$ cat src/rtl/tlpi_pkg.sv
// ----------------------------------------------------------------------------
// tlpi_pkg
// Shared constants and types for the two-lane LED pulse interleaver.
// ----------------------------------------------------------------------------
package tlpi_pkg;

  localparam int SLOTS_PER_BIT = 8;
  localparam int BITS_PER_BYTE = 8;
  localparam int WORDS_PER_RUN = SLOTS_PER_BIT * BITS_PER_BYTE;
  localparam int POS_W         = $clog2(WORDS_PER_RUN);
  localparam int SLOT_W        = $clog2(SLOTS_PER_BIT);
  localparam int CNT_W         = 4;
  localparam int IDX_W         = 2;

  localparam logic [POS_W-1:0] LAST_POS = POS_W'(WORDS_PER_RUN - 1);
  localparam logic [CNT_W-1:0] CNT_MAX  = CNT_W'(SLOTS_PER_BIT);

  localparam logic [15:0] ODD_LANE_MASK  = 16'hAAAA;
  localparam logic [15:0] EVEN_LANE_MASK = 16'h5555;

  localparam logic [CNT_W-1:0] ZERO_CNT_RESET = 4'd2;
  localparam logic [CNT_W-1:0] ONE_CNT_RESET  = 4'd6;

  localparam logic [IDX_W-1:0] REG_HIGH_SLOTS_ZERO = 2'd0;
  localparam logic [IDX_W-1:0] REG_HIGH_SLOTS_ONE  = 2'd1;

  typedef struct packed {
    logic [CNT_W-1:0] high_slots_for_zero;
    logic [CNT_W-1:0] high_slots_for_one;
  } pulse_cfg_t;

  function automatic logic [CNT_W-1:0] clamp_count(input logic [CNT_W-1:0] v);
    clamp_count = (v > CNT_MAX) ? CNT_MAX : v;
  endfunction

endpackage

$ cat src/rtl/two_lane_led_pulse_interleaver.sv
// ----------------------------------------------------------------------------
// two_lane_led_pulse_interleaver
// Expands a byte pair into 64 interleaved pulse words, one per slot.
// ----------------------------------------------------------------------------
// channel   dir  payload
// s_*       in   tdata: lane0_byte [7:0], lane1_byte [15:8]
// m_*       out  tdata: pulse_word [15:0]; tlast: last_word
// cfg_*     in   index 0 high_slots_for_zero, index 1 high_slots_for_one
//
// each request yields 64 words, one per cycle while m_tready is high,
// set by the 6-bit slot counter; the next request is taken in the cycle the
// last word loads, so requests run back to back.
// rst clears the counter, output valid and sets the counts to 2 and 6.
// a low m_tready while m_tvalid is high stalls the counter and the output register together.
// ----------------------------------------------------------------------------
module two_lane_led_pulse_interleaver
  import tlpi_pkg::*;
(
  input  logic             clk,
  input  logic             rst,
  input  logic             s_tvalid,
  output logic             s_tready,
  input  logic [15:0]      s_tdata,   // lane0_byte, lane1_byte
  output logic             m_tvalid,
  input  logic             m_tready,
  output logic [15:0]      m_tdata,   // pulse_word
  output logic             m_tlast,
  input  logic             cfg_we,
  input  logic [IDX_W-1:0] cfg_index,
  input  logic [CNT_W-1:0] cfg_data
);

  pulse_cfg_t       cfg;
  logic             busy;
  logic [POS_W-1:0] slot_position;
  logic [15:0]      held_lane_bytes;
  logic             advance;
  logic             emit;
  logic             run_end;
  logic             in_accept;
  logic [15:0]      word_next;

  assign advance   = !m_tvalid || m_tready;
  assign emit      = busy && advance;
  assign run_end   = emit && (slot_position == LAST_POS);
  assign s_tready  = !busy || run_end;
  assign in_accept = s_tvalid && s_tready;

  always_ff @(posedge clk) begin
    if (rst) begin
      cfg.high_slots_for_zero <= ZERO_CNT_RESET;
      cfg.high_slots_for_one  <= ONE_CNT_RESET;
    end else if (cfg_we) begin
      unique case (cfg_index)
        REG_HIGH_SLOTS_ZERO: cfg.high_slots_for_zero <= cfg_data;
        REG_HIGH_SLOTS_ONE:  cfg.high_slots_for_one  <= cfg_data;
        default: ;
      endcase
    end
  end

  always_ff @(posedge clk) begin
    if (rst) begin
      busy          <= 1'b0;
      slot_position <= '0;
    end else begin
      if (in_accept) begin
        busy          <= 1'b1;
        slot_position <= '0;
      end else if (run_end) begin
        busy          <= 1'b0;
        slot_position <= '0;
      end else if (emit) begin
        slot_position <= slot_position + POS_W'(1);
      end
    end
  end

  always_ff @(posedge clk) begin
    if (in_accept) begin
      held_lane_bytes <= {s_tdata[7:0], s_tdata[15:8]};
    end
  end

  tlpi_slot_encoder u_encoder (
    .lane0_byte    (held_lane_bytes[15:8]),
    .lane1_byte    (held_lane_bytes[7:0]),
    .slot_position (slot_position),
    .cfg           (cfg),
    .pulse_word    (word_next)
  );

  always_ff @(posedge clk) begin
    if (rst) begin
      m_tvalid <= 1'b0;
    end else if (advance) begin
      m_tvalid <= busy;
    end
  end

  always_ff @(posedge clk) begin
    if (emit) begin
      m_tdata <= word_next;
      m_tlast <= (slot_position == LAST_POS);
    end
  end

`ifndef ASSERT_OFF
  a_accept_starts_run: assert property (@(posedge clk) disable iff (rst)
    in_accept |=> busy && (slot_position == '0))
    else $error("accepted request did not start a run at slot zero");

  a_pos_only_when_busy: assert property (@(posedge clk) disable iff (rst)
    (slot_position != '0) |-> busy)
    else $error("slot counter moved while idle");

  a_run_end_marks_last: assert property (@(posedge clk) disable iff (rst)
    run_end |=> m_tvalid && m_tlast)
    else $error("final slot word not marked last");

  a_lane_masks_whole: assert property (@(posedge clk) disable iff (rst)
    m_tvalid |-> (((m_tdata & ODD_LANE_MASK) == 16'h0000)
               || ((m_tdata & ODD_LANE_MASK) == ODD_LANE_MASK))
              && (((m_tdata & EVEN_LANE_MASK) == 16'h0000)
               || ((m_tdata & EVEN_LANE_MASK) == EVEN_LANE_MASK)))
    else $error("pulse word lane bits not uniform");
`endif

endmodule

$ cat src/rtl/tlpi_slot_encoder.sv
// ----------------------------------------------------------------------------
// tlpi_slot_encoder
// Builds the interleaved pulse word for one slot of a run from both lane bytes.
// ----------------------------------------------------------------------------
module tlpi_slot_encoder
  import tlpi_pkg::*;
(
  input  logic [7:0]       lane0_byte,
  input  logic [7:0]       lane1_byte,
  input  logic [POS_W-1:0] slot_position,
  input  pulse_cfg_t       cfg,
  output logic [15:0]      pulse_word
);

  logic [2:0]       bit_index;
  logic [SLOT_W-1:0] slot;
  logic [CNT_W-1:0] zero_cnt;
  logic [CNT_W-1:0] one_cnt;
  logic [CNT_W-1:0] lane0_cnt;
  logic [CNT_W-1:0] lane1_cnt;
  logic             lane0_high;
  logic             lane1_high;

  always_comb begin
    bit_index  = 3'd7 - slot_position[POS_W-1:SLOT_W];
    slot       = slot_position[SLOT_W-1:0];
    zero_cnt   = clamp_count(cfg.high_slots_for_zero);
    one_cnt    = clamp_count(cfg.high_slots_for_one);
    lane0_cnt  = lane0_byte[bit_index] ? one_cnt : zero_cnt;
    lane1_cnt  = lane1_byte[bit_index] ? one_cnt : zero_cnt;
    lane0_high = CNT_W'(slot) < lane0_cnt;
    lane1_high = CNT_W'(slot) < lane1_cnt;
    pulse_word = (lane0_high ? ODD_LANE_MASK : 16'h0000)
               | (lane1_high ? EVEN_LANE_MASK : 16'h0000);
  end

endmodule
$ cat config.mk
export PLATFORM = sky130hd
export DESIGN_NAME = two_lane_led_pulse_interleaver
export DESIGN_NICKNAME = d
export VERILOG_FILES = /design/src/rtl/tlpi_pkg.sv /design/src/rtl/two_lane_led_pulse_interleaver.sv /design/src/rtl/tlpi_slot_encoder.sv
export SDC_FILE = /design/constraint.sdc
export NUM_CORES = 1
export LEC_CHECK = 0
export BUFFER_PORTS_ARGS = -buffer_cell sky130_fd_sc_hd__buf_2
export CORE_AREA = 2 2 56 69
export DETAILED_ROUTE_END_ITERATION = 8
export DIE_AREA = 0 0 58 71
export PLACE_DENSITY = 0.76
export SYNTH_ARGS = -nofsm -noshare
export SYNTH_HDL_FRONTEND = slang
export SYNTH_SLANG_ARGS = --single-unit
$ cat constraint.sdc
create_clock -name clk -period 3.05 [get_ports clk]
set_input_delay 0.1525 -clock clk [delete_from_list [all_inputs] [get_ports clk]]
set_output_delay 0.1525 -clock clk [all_outputs]
set_load 0.005 [all_outputs]
### Word-level counts from Yosys, hierarchy flattened

Cells that the tools add are included.

| storage, ports and cells | value |
|---|---|
| register bits after elaboration | 49 |
| latch bits | 0 |
| bits in writable memories | 0 |
| bits in read-only memories | 0 |
| bits of input ports | 27 |
| output and inout port bits | 19 |
| logic and storage cells | 42 |
| memories kept | 0 |

| cells by class | value |
|---|---|
| add/subtract/negate cells | 2 |
| $mul | 0 |
| div/mod/pow operators | 0 |
| magnitude comparators | 5 |
| equal/unequal tests | 2 |
| shifts and indexed selects | 0 |
| muxes and demuxes | 12 |
| bitwise logic cells | 1 |
| reductions and logical operators | 12 |

Operators by type and width:

| kind | count |
|---|---|
| two-way mux 16 bit | 1 |
| two-way mux 4 bit | 4 |
| OR 16 bit | 1 |
| two-way mux 15 bit | 1 |
| > comparator 4 bit, second input constant | 2 |
| less-than comparator 3 x 4 -> 1 bit | 2 |
| adder 6 x 1 -> 6 bit, second input constant | 1 |
| binary-select mux 1 bit (select 3 bit) | 2 |
| equality test 6 bit, second input constant | 1 |
| less-than comparator 3 x 4 -> 1 bit, second input constant | 1 |
| two-way mux 1 bit | 4 |
| AND reduction 2 bit | 2 |
| logical AND 1 bit | 3 |
| OR reduction 3 bit | 1 |
| subtractor 3 bit, first input constant | 1 |
| equality test 2 x 1 -> 1 bit, second input constant | 1 |
| zero test 1 bit | 2 |
| zero test 2 bit | 1 |
| logical OR 1 bit | 2 |
| nonzero test 2 bit | 1 |

### Longest topological paths before layout

| logic depth | value |
|---|---|
| depth after elaboration | 7 |
| gate-level depth with buffers | 8 |
| depth with buffers taken out | 7 |

### Cells and area by module

Synthesis repeated with hierarchy kept, for this count alone.

| unflattened totals | value |
|---|---|
| cell total of the unflattened synthesis | 158 |
| area total of the unflattened synthesis | 2167.1 um^2 |

By module, submodules not included:

| module | instances | cells each | area each (um^2) | sequential area each (um^2) |
|---|---|---|---|---|
| two_lane_led_pulse_interleaver | 1 | 112 | 1714.1 | 1311.3 |
| tlpi_slot_encoder | 1 | 46 | 452.9 | 0.0 |

### Least setup slack after synthesis

OpenSTA, ideal clock, no wires.

| path | value |
|---|---|
| path kind | register to register |
| start | reg slot_position[3] |
| end | reg m_tdata[13] (data pin) |
| setup time | 0.267 ns |
| arrival time | 1.978 ns |
| required time | 2.783 ns |
| path slack | 0.805 ns |
| cell stages (with the launch flop) | 9 |
| path buffers | 1 |
| clock period less this slack | 2.245 ns |
| cells stage by stage | dfxtp_1 buf_6 mux4_1 mux2i_4 mux2i_1 ha_1 nor2_1 nor4_1 a21oi_2 |

| between the ends | value |
|---|---|
| cells in the longest elaborated chain, start to end | 7 |

RTL lines:

| what | line | RTL |
|---|---|---|
| start: declaration | two_lane_led_pulse_interleaver.sv:35 | `logic [POS_W-1:0] slot_position;` |
| start signal: assignment | two_lane_led_pulse_interleaver.sv:74 | `slot_position <= slot_position + POS_W'(1);` |
| subtractor 3 bit | tlpi_slot_encoder.sv:25 | `bit_index = 3'd7 - slot_position[POS_W-1:SLOT_W];` |
| binary-select mux 1 bit (select 3 bit) | tlpi_slot_encoder.sv:29 | `lane0_cnt = lane0_byte[bit_index] ? one_cnt : zero_cnt;` |
| two-way mux 1 bit (not written as such) | tlpi_slot_encoder.sv:29 |  |
| two-way mux 4 bit | tlpi_slot_encoder.sv:29 |  |
| less-than comparator 3 x 4 -> 1 bit | tlpi_slot_encoder.sv:31 | `lane0_high = CNT_W'(slot) < lane0_cnt;` |
| two-way mux 16 bit | tlpi_slot_encoder.sv:33 | `pulse_word = (lane0_high ? ODD_LANE_MASK : 16'h0000)` |
| OR 16 bit | tlpi_slot_encoder.sv:34 | `\| (lane1_high ? EVEN_LANE_MASK : 16'h0000);` |
| end signal: assignment | two_lane_led_pulse_interleaver.sv:103 | `m_tdata <= word_next;` |
| end: declaration | two_lane_led_pulse_interleaver.sv:26 | `output logic [15:0] m_tdata,` |

Every way passes these cells. The select of a mux whose other input is x is not followed.
A chain may end at the register's enable or synchronous reset.

### Worst setup path in the final report

Same ends and word-level chain as after synthesis.

==> results.toml <==
[place]
gp_congestion = 0.893
io_buffers = 45
dp_hpwl_mm = 2.53

[setup_path]
critPathMaxStageDelay_ns = 0.65
cp.required_ns = 3.09
cpMaxStageDelayCell = "mux4_1"
rrSetupSlack_ns = 0.44
critical_path.cell_chain = "mux4_1 > mux2i_4 > mux2i_1 > ha_1 > nor2_1 > nor4_1 > a21oi_2"
cp-start-kind = "flop"
path_max_fanout = 7
worstSetupPathType = "flop to flop"
path_buf_inv = 0
crit_family = "multiplexers"
setup.worst_path.end_class = "flop"
crit_start = "slot_position[3]$_SDFFE_PP0P_"
arrival_ns = 2.65
timing.rr.start = "slot_position[3]$_SDFFE_PP0P_"

[grt]
grt_pass1_vias = 1146
overflow = 0
grt_start_max_net_pins = 17
grt_pass1_wl_mm = 5.41
grt_usage_pct = 17.6
antenna_found_initial = 0

[yosys]
syn_inst = 138
syn-cell-area_mm2 = 0.00170
yosys.area_share.simple_pct = 12.5
synth.area.top_cells = "edfxtp_1 34%, dfxtp_1 19%, buf_4 6.2%"
synth_fa_ha_area_share_pct = 3.68
syn_avg_cell_area_um2 = 12.3
synth_compound_area_share_pct = 6.11
synth_xor_area_share_pct = 2.58
synthMuxAreaShare_pct = 14.1
synth_warnings = 0
synth_seq_area_share_pct = 52.4
syn_nets = 170
synth-seq-cells = 35
synth_top_cell_area_share_pct = 33.6
ys_types = 31
synth_top_family_by_area = "multiplexers"
yosysTopAreaCell = "edfxtp_1"

[status]
status = "complete, no violations"

[clock_network]
cts_inserted_buffers = 5
clk_latency_ns = 0.29
root_buffer = "clkbuf_8"
cts_resized = 0
postCtsSetupBuffers = 0
clkTransAtPathRegs_ns = 0.08
clk_path_buf_depth = 2
cts_hold_buf = 0
clock_sinks = 35
htreeDepth = 2
cts_tree = "yes"

[routing]
drt_wl_total_mm = 3.33
first_iter_violations = 28
drc = 0
ant_nets = 0
via_per_inst = 5.53
wire_per_inst_um = 15.6
drt-pass1-iter-count = 4
vias = 1178

[timing]
fin_hold_ws_ns = 0.0343
final.period_utilization_pct = 85.7
fin_setup_tns_ns = 0
fin_skew_ns = 0.00623
tightest_slew_ns = 0.691
rsz0062_at_grt = "no"
timing.fmax_mhz = 383
setup_violations = 0
finalHoldViolations = 0
slew_violations = 0
relSlewSlack_pct = 53.9
min_period_ns = 2.61

[pwr]
cellPowerDensity_mw_per_mm2 = 501
irDropWorstVdd_mv = 0.433
power_mw = 0.974
p_leak_nw = 0.801

[floorplan]
start_util_pct = 48.8
die_y_um = 71
rows = 24
num_io_pins = 46
fp.dieW_um = 58
core_area_mm2 = 0.00348
dieArea_mm2 = 0.00412

[min_path]
min_from = "s_tdata[10]"
hold_path.class = "input port to flop"

[layout]
syn_to_final_growth_pct = 14.3
drive_gt1_share_pct = 34.5
antennaDiodeCount = 0
nNetsFinal = 205
final_common_cell = "buf_2"
layout_common_cells = "45 x buf_2, 19 x edfxtp_1, 16 x dfxtp_1, 14 x nor2_1, 9 x mux2i_1"

[job]
maxCapViolCount = 0
## kinds of logic after synthesis
| group | Yosys count |
|---|---|
| XOR/XNOR | 5 |
| adder cells (fa/ha/maj) | 5 |
| flip-flops | 35 |
| buffers and inverters | 23 |
| AO/OA/AOI/OAI | 15 |
| AND/OR/NAND/NOR | 40 |
| multiplexers | 15 |
## layer usage
metal / share of wire [%] / routed length (um) / up-vias / track usage (%)
li1: - / - / 558 / -
met1: 38 / 1280 / 561 / 19.2
met2: 53 / 1770 / 53 / 31.7
met3: 6.3 / 210 / 6 / 4.39
met4: 2.0 / 65 / 0 / 7.75
met5: 0 / 0 / - / 0
## synthesized netlist by cell type, drive strengths merged
cell    instances
nor2           14
edfxtp         19
nand3           4
and3            2
a211o           3
o21ai           2
nor2b           5
nor4            2
inv             6
a21oi           6
nand3b          1
nand2b          3
clkbuf          2
nand2           2
nor3            2
xor2            5
buf            15
dfxtp          16
a211oi          4
nand4           2
mux4            4
and2            2
mux2i          11
nor3b           1
ha              5
## cell type report
| type | count | area [um^2] |
|---|---|---|
| Clock buffer | 5 | 68.8 |
| Clock inverter | 3 | 23.8 |
| Tap cell | 39 | 48.8 |
| Multi-Input combinational cell | 80 | 663 |
| Fill cell | 291 | 1540 |
| Timing Repair Buffer | 45 | 225 |
| Inverter | 6 | 22.5 |
| Sequential cell | 35 | 891 |
## flip-flops by register name (all words and copies together), names as in the netlist
signal and cells:
cfg 8, slot_position 6, held_lane_bytes 16, m_tdata 2
m_tlast 1, busy 1, m_tvalid 1
## through the flow
step | setup WS [ns] | cells | utilization (%) | area [um^2]
after floorplan | 0.805 | 138 | - | 1700
after global placement | 0.684 | 205 | 53.1 | 1850
after detailed placement | 0.443 | 205 | 53.1 | 1850
after CTS | 0.428 | 213 | 55.8 | 1940
after global routing | 0.307 | 213 | 55.8 | 1940
final | 0.436 | 213 | 55.8 | 1940
## worst reg2reg max path, stage by stage (launching register included)
cell and delay, ns:
dfxtp_1 0.49, mux4_1 0.65, mux2i_4 0.25, mux2i_1 0.26
ha_1 0.24, nor2_1 0.09, nor4_1 0.35, a21oi_2 0.05
## report_power, final
part / switching [mW] / internal, mW / total (mW) / leakage [nW]
registers: 0.0131 / 0.521 / 0.534 / 0.307
clock network: 0.181 / 0.163 / 0.344 / 0.0408
logic: 0.0498 / 0.0461 / 0.0960 / 0.453
total: 0.244 / 0.730 / 0.974 / 0.801
## worst paths after layout
path / to / cells past startpoint
hold reg to reg: cfg[1]$_SDFFE_PP1P_ / 1
setup reg to reg: m_tdata[13]$_DFFE_PP_ / 7
hold / removal: held_lane_bytes[2]$_DFFE_PP_ / 1
setup / recovery: m_tdata[13]$_DFFE_PP_ / 7
Note: power is estimated with default switching activity, not from simulation.
